<file path="src/rtl/tsv_pkg.sv">
// ----------------------------------------------------------------------------
// tsv_pkg
// Shared constants, types and the month length table for the timestamp
// string validator.
// ----------------------------------------------------------------------------
package tsv_pkg;

    localparam int unsigned TS_LENGTH = 16;
    localparam int unsigned POS_W     = 5;
    localparam int unsigned FIELD_W   = 7;
    localparam int unsigned DIGIT_W   = 4;
    localparam int unsigned DAYS_W    = 5;

    localparam logic [POS_W-1:0] POS_MAX     = 5'd31;
    localparam logic [POS_W-1:0] POS_LAST    = 5'd15;
    localparam logic [POS_W-1:0] POS_DASH_Y  = 5'd4;
    localparam logic [POS_W-1:0] POS_DASH_M  = 5'd7;
    localparam logic [POS_W-1:0] POS_SPACE   = 5'd10;
    localparam logic [POS_W-1:0] POS_COLON   = 5'd13;
    localparam logic [POS_W-1:0] POS_YEAR_LO = 5'd2;

    localparam logic [7:0] CHAR_ZERO  = 8'h30;
    localparam logic [7:0] CHAR_NINE  = 8'h39;
    localparam logic [7:0] CHAR_DASH  = 8'h2D;
    localparam logic [7:0] CHAR_SPACE = 8'h20;
    localparam logic [7:0] CHAR_COLON = 8'h3A;

    localparam logic [FIELD_W-1:0] MONTH_MAX  = 7'd12;
    localparam logic [FIELD_W-1:0] MONTH_FEB  = 7'd2;
    localparam logic [FIELD_W-1:0] HOUR_MAX   = 7'd23;
    localparam logic [FIELD_W-1:0] MINUTE_MAX = 7'd59;
    localparam logic [DAYS_W-1:0]  FEB_LEAP   = 5'd29;

    typedef struct packed {
        logic [FIELD_W-1:0] year_hi;
        logic [FIELD_W-1:0] year_lo;
        logic [FIELD_W-1:0] month;
        logic [FIELD_W-1:0] day;
        logic [FIELD_W-1:0] hour;
        logic [FIELD_W-1:0] minute;
        logic               form_ok;
    } tsv_fields_t;

    function automatic logic [DAYS_W-1:0] month_days(input logic [3:0] month);
        logic [DAYS_W-1:0] days;
        case (month)
            4'd2:                      days = 5'd28;
            4'd4, 4'd6, 4'd9, 4'd11:   days = 5'd30;
            default:                   days = 5'd31;
        endcase
        return days;
    endfunction

    function automatic logic [FIELD_W-1:0] acc_digit(input logic [FIELD_W-1:0] v,
                                                     input logic [DIGIT_W-1:0] d);
        return (v << 3) + (v << 1) + FIELD_W'(d);
    endfunction

endpackage

</file>
<file path="src/rtl/timestamp_string_validator.sv">
// ----------------------------------------------------------------------------
// timestamp_string_validator
// Checks a "YYYY-MM-DD HH:MM" string sent one character per request.
// ----------------------------------------------------------------------------
// Characters enter an input register and are parsed one per cycle, so a new
// request is taken every clock while the result side keeps up. The request
// flagged as last yields one result after the input and result registers.
// The result holds 1 when the string has exactly sixteen characters in the
// right form and a real calendar date and clock time; parser state then
// clears for the next string. A pending result stalls only a following last
// character; other characters keep flowing.
module timestamp_string_validator
    import tsv_pkg::*;
(
    input  logic       clk,
    input  logic       rst_n,
    input  logic       in_valid,
    output logic       in_ready,
    input  logic [7:0] ch,
    input  logic       last,
    output logic       out_valid,
    input  logic       out_ready,
    output logic       valid_res
);

    logic        hold_valid_reg;
    logic [7:0]  hold_ch_reg;
    logic        hold_last_reg;
    logic        res_valid_reg;
    logic        res_reg;
    logic        advance;
    logic        ok;
    tsv_fields_t fields;

    assign advance  = hold_valid_reg && (!hold_last_reg || !res_valid_reg || out_ready);
    assign in_ready = !hold_valid_reg || advance;

    always_ff @(posedge clk or negedge rst_n)
    begin
        if (!rst_n)
            hold_valid_reg <= 1'b0;
        else if (in_ready)
            hold_valid_reg <= in_valid;
    end

    always_ff @(posedge clk)
    begin
        if (in_ready && in_valid)
        begin
            hold_ch_reg   <= ch;
            hold_last_reg <= last;
        end
    end

    tsv_parser u_parser (
        .clk    (clk),
        .rst_n  (rst_n),
        .fire   (advance),
        .ch     (hold_ch_reg),
        .last   (hold_last_reg),
        .fields (fields)
    );

    tsv_checker u_checker (
        .fields (fields),
        .ok     (ok)
    );

    always_ff @(posedge clk or negedge rst_n)
    begin
        if (!rst_n)
            res_valid_reg <= 1'b0;
        else if (advance && hold_last_reg)
            res_valid_reg <= 1'b1;
        else if (out_ready)
            res_valid_reg <= 1'b0;
    end

    always_ff @(posedge clk)
    begin
        if (advance && hold_last_reg)
            res_reg <= ok;
    end

    assign out_valid = res_valid_reg;
    assign valid_res = res_reg;

endmodule

</file>
<file path="src/rtl/tsv_parser.sv">
// ----------------------------------------------------------------------------
// tsv_parser
// Tracks the character position, checks separators and digits, and
// accumulates the date and time fields of the string in progress.
// ----------------------------------------------------------------------------
module tsv_parser
    import tsv_pkg::*;
(
    input  logic        clk,
    input  logic        rst_n,
    input  logic        fire,
    input  logic [7:0]  ch,
    input  logic        last,
    output tsv_fields_t fields
);

    logic [POS_W-1:0]   pos_reg, pos_next;
    logic [FIELD_W-1:0] year_hi_reg, year_hi_next;
    logic [FIELD_W-1:0] year_lo_reg, year_lo_next;
    logic [FIELD_W-1:0] month_reg, month_next;
    logic [FIELD_W-1:0] day_reg, day_next;
    logic [FIELD_W-1:0] hour_reg, hour_next;
    logic [FIELD_W-1:0] minute_reg, minute_next;
    logic               good_reg, good_next;
    logic               is_digit;
    logic [DIGIT_W-1:0] digit;

    assign is_digit = (ch >= CHAR_ZERO) && (ch <= CHAR_NINE);
    assign digit    = DIGIT_W'(ch - CHAR_ZERO);

    always_comb
    begin
        year_hi_next = year_hi_reg;
        year_lo_next = year_lo_reg;
        month_next   = month_reg;
        day_next     = day_reg;
        hour_next    = hour_reg;
        minute_next  = minute_reg;
        good_next    = good_reg;
        if (pos_reg >= POS_W'(TS_LENGTH))
        begin
            good_next = 1'b0;
        end
        else
        begin
            case (pos_reg)
                POS_DASH_Y, POS_DASH_M:
                begin
                    if (ch != CHAR_DASH)
                        good_next = 1'b0;
                end
                POS_SPACE:
                begin
                    if (ch != CHAR_SPACE)
                        good_next = 1'b0;
                end
                POS_COLON:
                begin
                    if (ch != CHAR_COLON)
                        good_next = 1'b0;
                end
                default:
                begin
                    if (!is_digit)
                        good_next = 1'b0;
                    else if (pos_reg < POS_YEAR_LO)
                        year_hi_next = acc_digit(year_hi_reg, digit);
                    else if (pos_reg < POS_DASH_Y)
                        year_lo_next = acc_digit(year_lo_reg, digit);
                    else if (pos_reg < POS_DASH_M)
                        month_next = acc_digit(month_reg, digit);
                    else if (pos_reg < POS_SPACE)
                        day_next = acc_digit(day_reg, digit);
                    else if (pos_reg < POS_COLON)
                        hour_next = acc_digit(hour_reg, digit);
                    else
                        minute_next = acc_digit(minute_reg, digit);
                end
            endcase
        end
        pos_next = (pos_reg < POS_MAX) ? pos_reg + 1'b1 : pos_reg;
    end

    assign fields.year_hi = year_hi_next;
    assign fields.year_lo = year_lo_next;
    assign fields.month   = month_next;
    assign fields.day     = day_next;
    assign fields.hour    = hour_next;
    assign fields.minute  = minute_next;
    assign fields.form_ok = good_next && (pos_reg == POS_LAST);

    always_ff @(posedge clk or negedge rst_n)
    begin
        if (!rst_n)
        begin
            pos_reg     <= '0;
            year_hi_reg <= '0;
            year_lo_reg <= '0;
            month_reg   <= '0;
            day_reg     <= '0;
            hour_reg    <= '0;
            minute_reg  <= '0;
            good_reg    <= 1'b1;
        end
        else if (fire)
        begin
            if (last)
            begin
                pos_reg     <= '0;
                year_hi_reg <= '0;
                year_lo_reg <= '0;
                month_reg   <= '0;
                day_reg     <= '0;
                hour_reg    <= '0;
                minute_reg  <= '0;
                good_reg    <= 1'b1;
            end
            else
            begin
                pos_reg     <= pos_next;
                year_hi_reg <= year_hi_next;
                year_lo_reg <= year_lo_next;
                month_reg   <= month_next;
                day_reg     <= day_next;
                hour_reg    <= hour_next;
                minute_reg  <= minute_next;
                good_reg    <= good_next;
            end
        end
    end

endmodule

</file>
<file path="src/rtl/tsv_checker.sv">
// ----------------------------------------------------------------------------
// tsv_checker
// Applies the calendar and clock range rules to a completed timestamp.
// ----------------------------------------------------------------------------
module tsv_checker
    import tsv_pkg::*;
(
    input  tsv_fields_t fields,
    output logic        ok
);

    logic              year_ok;
    logic              month_ok;
    logic              time_ok;
    logic              leap;
    logic              lo_zero;
    logic [DAYS_W-1:0] dim;
    logic              day_ok;

    // The year is held as two two-digit halves, so the tests by 4, 100 and
    // 400 reduce to the low bits and a zero test of the halves.
    assign lo_zero  = (fields.year_lo == '0);
    assign year_ok  = (fields.year_hi != '0) || !lo_zero;
    assign leap     = lo_zero ? (fields.year_hi[1:0] == 2'b00)
                              : (fields.year_lo[1:0] == 2'b00);
    assign month_ok = (fields.month inside {[7'd1:MONTH_MAX]});
    assign time_ok  = (fields.hour <= HOUR_MAX) && (fields.minute <= MINUTE_MAX);

    always_comb
    begin
        dim = month_days(fields.month[3:0]);
        if ((fields.month == MONTH_FEB) && leap)
            dim = FEB_LEAP;
    end

    assign day_ok = (fields.day != '0) && (fields.day <= FIELD_W'(dim));
    assign ok     = fields.form_ok && year_ok && month_ok && time_ok && day_ok;

endmodule

</file>
<file path="config.mk">
export PLATFORM = sky130hd
export DESIGN_NAME = timestamp_string_validator
export DESIGN_NICKNAME = d
export VERILOG_FILES = /design/src/rtl/tsv_pkg.sv /design/src/rtl/timestamp_string_validator.sv /design/src/rtl/tsv_parser.sv /design/src/rtl/tsv_checker.sv
export SDC_FILE = /design/constraint.sdc
export NUM_CORES = 1
export LEC_CHECK = 0
export BUFFER_PORTS_ARGS = -buffer_cell sky130_fd_sc_hd__buf_4
export CAP_MARGIN = 20
export CORE_MARGIN = 2
export CORE_UTILIZATION = 65
export CTS_CLUSTER_SIZE = 14
export DETAILED_ROUTE_END_ITERATION = 16
export PLACE_DENSITY = 0.83
export SLEW_MARGIN = 5
export SYNTH_ARGS = -nofsm -noshare
export SYNTH_HDL_FRONTEND = slang
export SYNTH_SLANG_ARGS = --single-unit
</file>
<file path="constraint.sdc">
create_clock -name clk -period 12.55 [get_ports clk]
set_input_delay 1.255 -clock clk [delete_from_list [all_inputs] [get_ports clk]]
set_output_delay 1.255 -clock clk [all_outputs]
set_load 0.005 [all_outputs]
</file>
Yosys cells after proc, flatten, opt, wreduce, memory -nomap -nowiden --
Index checks and enable logic that the tools add are counted. W data, S select, Z words.
Storage, ports and cells: register bits 60, input bits 13, logic and storage cells 145
Cells by class: $add $sub $neg 14, order comparisons 14, equal/unequal tests 14, mux-type cells 58, reduce and logical (&&, ||, !) cells 32
Operators with widths (count):
- $mux W7 | 44
- $add A7 B4 Y7 | 6
- $add A7 B7 Y7 | 6
- $ne A8 B6 Y1 const B | 3
- $eq A5 B4 Y1 const B | 3
- $reduce_bool A7 Y1 | 2
- $logic_and A1 B1 Y1 | 13
- $eq A5 B3 Y1 const B | 2
- $lt A5 B3 Y1 const B | 2
- $lt A5 B4 Y1 const B | 2
- $mux W5 | 2
- $mux W1 | 9
- $eq A4 B3 Y1 const B | 2
- $eq A4 B4 Y1 const B | 2
- $ge A8 B6 Y1 const B | 1
- $le A8 B6 Y1 const B | 1
- $reduce_or A4 Y1 | 2
- $eq A7 B2 Y1 const B | 1
- $ge A7 B1 Y1 const B | 1
- $le A7 B4 Y1 const B | 1
- $le A7 B5 Y1 | 1
- $le A7 B5 Y1 const B | 1
- $le A7 B6 Y1 const B | 1
- $logic_not A7 Y1 | 1
- 15 further kinds | 23

Depth between registers and ports, before layout --
depth after elaboration 15, gate-level depth with buffers 17

Hierarchy --
A second synthesis with hierarchy kept.
Second synthesis, totals: cell total of the unflattened synthesis 587, area, all modules 5111.2 um^2
By module, submodules not included:
- tsv_parser | times used 1, cells each 530, area each 4493.1 um^2, seq. area each 1202.4 um^2
- timestamp_string_validator | times used 1, cells each 20, area each 406.6 um^2, seq. area each 350.3 um^2
- tsv_checker | times used 1, cells each 37, area each 211.5 um^2, seq. area each 0.0 um^2

Least setup slack after synthesis --
Ideal clock, no wire load.
path kind register -> register, from register hold_ch_reg[3], to register res_reg (netlist: valid_res), data pin, arrival 3.903 ns, data required time 12.360 ns, path slack 8.456 ns, stages on the path, launching flop included 18, path buffers 0, period minus slack after synthesis 4.094 ns, path through edfxtp_1 > inv_1 > fa_1 > inv_1 > fa_1 > a21o_1 > a21oi_1 > xnor2_1 > o41ai_1 > o311a_1 > o22ai_1 > ha_1 > nand2_1 > o21ai_0 > nor2_1 > mux2i_1 > nand4_1 > a2111oi_2
Between the ends: longest elaborated chain between the ends 15, elaborated cells on any way between the ends 88
Ends and longest elaborated chain:
- from (decl) | line timestamp_string_validator.sv:27 | logic [7:0] hold_ch_reg;
- from (signal assigned) | line timestamp_string_validator.sv:50 | hold_ch_reg <= ch;
- $sub A4 B1 Y4 | line tsv_parser.sv:29 | assign digit = DIGIT_W'(ch - CHAR_ZERO);
- $add A7 B4 Y7 | line tsv_pkg.sv:56 | return (v << 3) + (v << 1) + FIELD_W'(d);
- $mux W7 | line tsv_parser.sv:70 | else if (pos_reg < POS_DASH_M)
- $mux W7 | line tsv_parser.sv:68 | else if (pos_reg < POS_DASH_Y)
- $mux W7 | line tsv_parser.sv:66 | else if (pos_reg < POS_YEAR_LO)
- $mux W7 | line tsv_parser.sv:64 | if (!is_digit)
- $mux W7 | line tsv_parser.sv:46 | case (pos_reg)
- $mux W7 | line tsv_parser.sv:40 | if (pos_reg >= POS_W'(TS_LENGTH))
- $eq A4 B3 Y1 or $eq A4 B4 Y1 (tied branches) | line tsv_pkg.sv:46 | case (month)
- $reduce_or A4 Y1 | line tsv_pkg.sv:46
- $pmux W2 S2 | line tsv_pkg.sv:46
- $mux W2 | line tsv_checker.sv:32 | if ((fields.month == MONTH_FEB) && leap)
- $le A7 B5 Y1 | line tsv_checker.sv:36 | assign day_ok = (fields.day != '0) && (fields.day <= FIELD_W'(dim));
- $logic_and A1 B1 Y1 | line tsv_checker.sv:36
- $logic_and A1 B1 Y1 * | line tsv_checker.sv:37 | assign ok = fields.form_ok && year_ok && month_ok && time_ok && day_ok;
- named net ok | line timestamp_string_validator.sv:32 | logic ok;
- to (signal assigned) | line timestamp_string_validator.sv:82 | res_reg <= ok;
- to (decl) | line timestamp_string_validator.sv:30 | logic res_reg;
Mark *: on every way through the listed nets, which the timed path passes. The rest lies on a longest branch. A chain may end at the register's enable or synchronous reset.

Worst setup path in the final report --
Same ends and word-level chain as after synthesis.

==> impl_metrics.csv <==
group,metric,value,unit
global_route,grt_max_degree,51,
critical_path,r2r_start,"hold_ch_reg[3]",
clock_tree,root_buffer,"clkbuf_8",
critical_path,cp_max_fo,7,
timing,finalClockSkew,0.0154,ns
timing,fin_crit_sh,36.8,%
layout,largest_reg_flops,8,
critical_path,r2r_cells,17,
layout,area_growth_syn_to_layout,7.48,%
place,gp_congestion,0.927,
floorplan,pin_count,16,
critical_path,startpoint_type,"flip-flop",
critical_path,slowest_stage,"fa_1",
synth,ys_ff_latch,60,
clock_tree,cts.sinks,60,
power_and_ir_drop,power_switching,0.000288,W
global_route,use_met3,6.37,%
global_route,grt_pass1_vias,3981,
timing,hold_ws,0.516,ns
global_route,use_met1,38.2,%
clock_tree,post_cts_buffers,0,
drt,vias,4055,
clock_tree,insertion_delay,0.36,ns
clock_tree,cts_resized,0,
clock_tree,clk_pin_slew_worst_paths,0.08,ns
power_and_ir_drop,clockPowerShare,25.8,%
synth,synth_fp_nets,600,
timing,fin_tns_setup,0,ns
status,outcome,"complete, no violations",
drt,drc,0,
timing,max_freq,0.216,GHz
power_and_ir_drop,powerDensity,147,nW/um^2
synth,syn_avg_cell_area,9.20,um^2
critical_path,endpoint,"valid_res",
critical_path,cp_data_arrival_time,4.80,ns
synth,synthCells,522,
clock_tree,h-tree-depth,3,
flow_run,cap_violations,0,
power_and_ir_drop,sw_frac_of_total,38.0,%
clock_tree,ctsHoldBuffers,0,
critical_path,max_stage_delay,0.59,ns
drt,ant_nets,0,
global_route,grt_pass1_wl,19.0,mm
synth,synth_area,4800,um^2
critical_path,cp_top_family,"compound AO/OA/AOI/OAI gates",
timing,maxSlewViolCount,0,
drt,routed_wl,11.1,mm
floorplan,initial_core_util,66.5,%
critical_path,cp.required,12.72,ns
place,io_buffer_count,15,
drt,first_iter_violations,366,
clock_tree,numCtsBuffers,9,
floorplan,rows,31,
power_and_ir_drop,ir_worst_vdd,96.1,uV
floorplan,dieHeight,89.9,um
min_path,hold_path_depth,1,
drt,first_pass_iters,6,
synth,yosysSeqAreaShare,32.3,%
timing,worstMarginPinSlew,0.738,ns
synth,ys.flop_type,"dfrtp_1",
power_and_ir_drop,p_leak,2.36,nW
synth,ys_warn_count,0,
power_and_ir_drop,p_int,0.000470,W
timing,finalSetupViolations,0,
timing,hold_viol,0,
floorplan,fp.dieArea,8090,um^2
clock_tree,clock_path_buffers,2,
critical_path,worstPathCellList,"inv_1 > fa_1 > inv_1 > fa_1 > a21o_1 > a21oi_1 > xnor2_1 > o41ai_1 > o311a_1 > o22ai_1 > ha_1 > nand2_1 > o21ai_0 > nor4b_1 > mux2i_1 > nand4_1 > a2111oi_2",
critical_path,crit_buf_inv,2,
global_route,grtUsageTotal,29.3,%
power_and_ir_drop,seq_power_share,35.6,%
synth,synth_edf_count,10,
place,dp_hpwl,7.87,mm
critical_path,critical_path_class,"flip-flop to flip-flop",
floorplan,die_x,89.9,um
drt,avgViaCountPerCell,6.44,
timing,period_needed,4.62,ns
floorplan,coreArea,7210,um^2
synth,async_flop_share,83.3,%
layout,final_layout_size_suffix_gt1_share,8.10,%
global_route,busiest_layer,"met2",
clock_tree,tritoncts,"done",
global_route,gr-total-overflow,0,
timing,rsz0062_at_grt,"false",
drt,wl_per_cell,17.7,um
layout,n_antenna_cell,0,
min_path,hold_class,"flip-flop to flip-flop",
layout,layout.nets,604,
global_route,globalRouteMet2Util,47.9,%
critical_path,end_kind,"flip-flop",
synth,synth_cell_types,64,
global_route,antenna_found_initial,0,
timing,slew-limit-headroom,50.8,%
critical_path,startpoint,"hold_ch_reg[3]",
critical_path,r2r-end,"valid_res",
critical_path,cp_num_cells,17,
power_and_ir_drop,combPwrFrac,38.6,%
critical_path,reg2reg_slack,7.93,ns
==> cell type report <==
type                            count  area (um^2)
Fill cell                         553         2050
Sequential cell                    60         1550
Multi-Input combinational cell    400         2990
Clock inverter                      3         42.5
Clock buffer                       13          180
Timing Repair Buffer               18          133
Tap cell                           99          124
Inverter                           37          139
==> power groups by stage <==
stage                     clock (W)  sequential [W]  combinational (W)
after floorplan                   0        0.000253           0.000235
after global placement            0        0.000270           0.000273
after detailed placement          0        0.000272           0.000286
after CTS                  0.000197        0.000268           0.000290
after global routing       0.000204        0.000274           0.000330
final                      0.000196        0.000270           0.000293
==> per-stage QoR <==
step | instances | worst slack [ns] | total power, W | util [%] | instance area (um^2)
2_1_floorplan | 522 | 8.46 | 0.000488 | - | 4800
3_3_place_gp | 613 | 8.15 | 0.000543 | 68.4 | 4930
3_5_place_dp | 613 | 7.98 | 0.000558 | 68.4 | 4930
4_1_cts | 629 | 7.94 | 0.000755 | 71.5 | 5150
5_1_grt | 630 | 7.55 | 0.000808 | 71.5 | 5160
6_report | 630 | 7.93 | 0.000758 | 71.5 | 5160
==> worst min path at each step <==
stage	from	endpoint	slack, ns
floorplan	u_parser.good_reg	u_parser.good_reg	0.47
global route	u_parser.year_lo_reg[6]	u_parser.year_lo_reg[6]	0.55
CTS	u_parser.hour_reg[6]	u_parser.hour_reg[6]	0.51
detailed placement	u_parser.hour_reg[6]	u_parser.hour_reg[6]	0.49
global placement	u_parser.good_reg	u_parser.good_reg	0.48
finish	u_parser.hour_reg[6]	u_parser.hour_reg[6]	0.52
==> worst register-to-register path: cells and delay by family, from the launching register on <==
family / cells / cell delay (ns)
buf+inv: 2 / 0.33
mux: 1 / 0.14
fa+ha+maj: 3 / 1.35
compound gates: 7 / 1.69
xor+xnor: 1 / 0.13
simple gates: 3 / 0.26
flops: 1 / 0.54
==> cell usage in the layout (no fill, tap or decap), drive strengths merged, types with 4 or more instances in the layout <==
| cell type | n |
|---|---|
| nand3 | 14 |
| inv | 37 |
| nor3b | 4 |
| a21o | 9 |
| nand4 | 8 |
| o22ai | 10 |
| nor2b | 9 |
| nor4 | 4 |
| nor4b | 4 |
| a22oi | 27 |
| o31ai | 10 |
| clkbuf | 14 |
| fa | 12 |
| xor2 | 10 |
| dfrtp | 49 |
| a21oi | 24 |
| a22o | 4 |
| nand2 | 50 |
| o21ai | 42 |
| edfxtp | 10 |
| ha | 53 |
| nor3 | 18 |
| xnor2 | 18 |
| and3 | 7 |
| buf | 17 |
| nor2 | 19 |
==> cell usage after synthesis (12+ instances only) <==
cell type | n | area share (%)
ha_1 | 53 | 14
nand2_1 | 50 | 3.9
dfrtp_1 | 49 | 26
o21ai_0 | 40 | 4.2
inv_1 | 37 | 2.9
a22oi_1 | 27 | 4.2
a21oi_1 | 24 | 2.5
nor2_1 | 19 | 1.5
nor3_1 | 18 | 1.9
xnor2_1 | 18 | 3.3
clkbuf_1 | 15 | 1.2
nand3_1 | 14 | 1.5
fa_1 | 12 | 5.0
==> cells by family (layout without fill, tap and decap cells) <==
group / after synthesis / in the layout / synth area share [%]
multiplexers: 4 / 4 / 0.860
buffers and inverters: 62 / 71 / 5.39
AO/OA/AOI/OAI: 145 / 145 / 19.8
flip-flops: 60 / 60 / 32.3
AND/OR/NAND/NOR: 158 / 158 / 17.7
XOR/XNOR: 28 / 28 / 5.11
adder cells (fa/ha/maj): 65 / 65 / 18.8
==> layer usage <==
layer  part of all wire [%]  vias up
met1                     43     1964
met4                    2.8        0
met2                     48      136
met3                    6.1       32
li1                       -     1923
met5                      0        -
No activity file was read; power rests on OpenSTA's default activity.
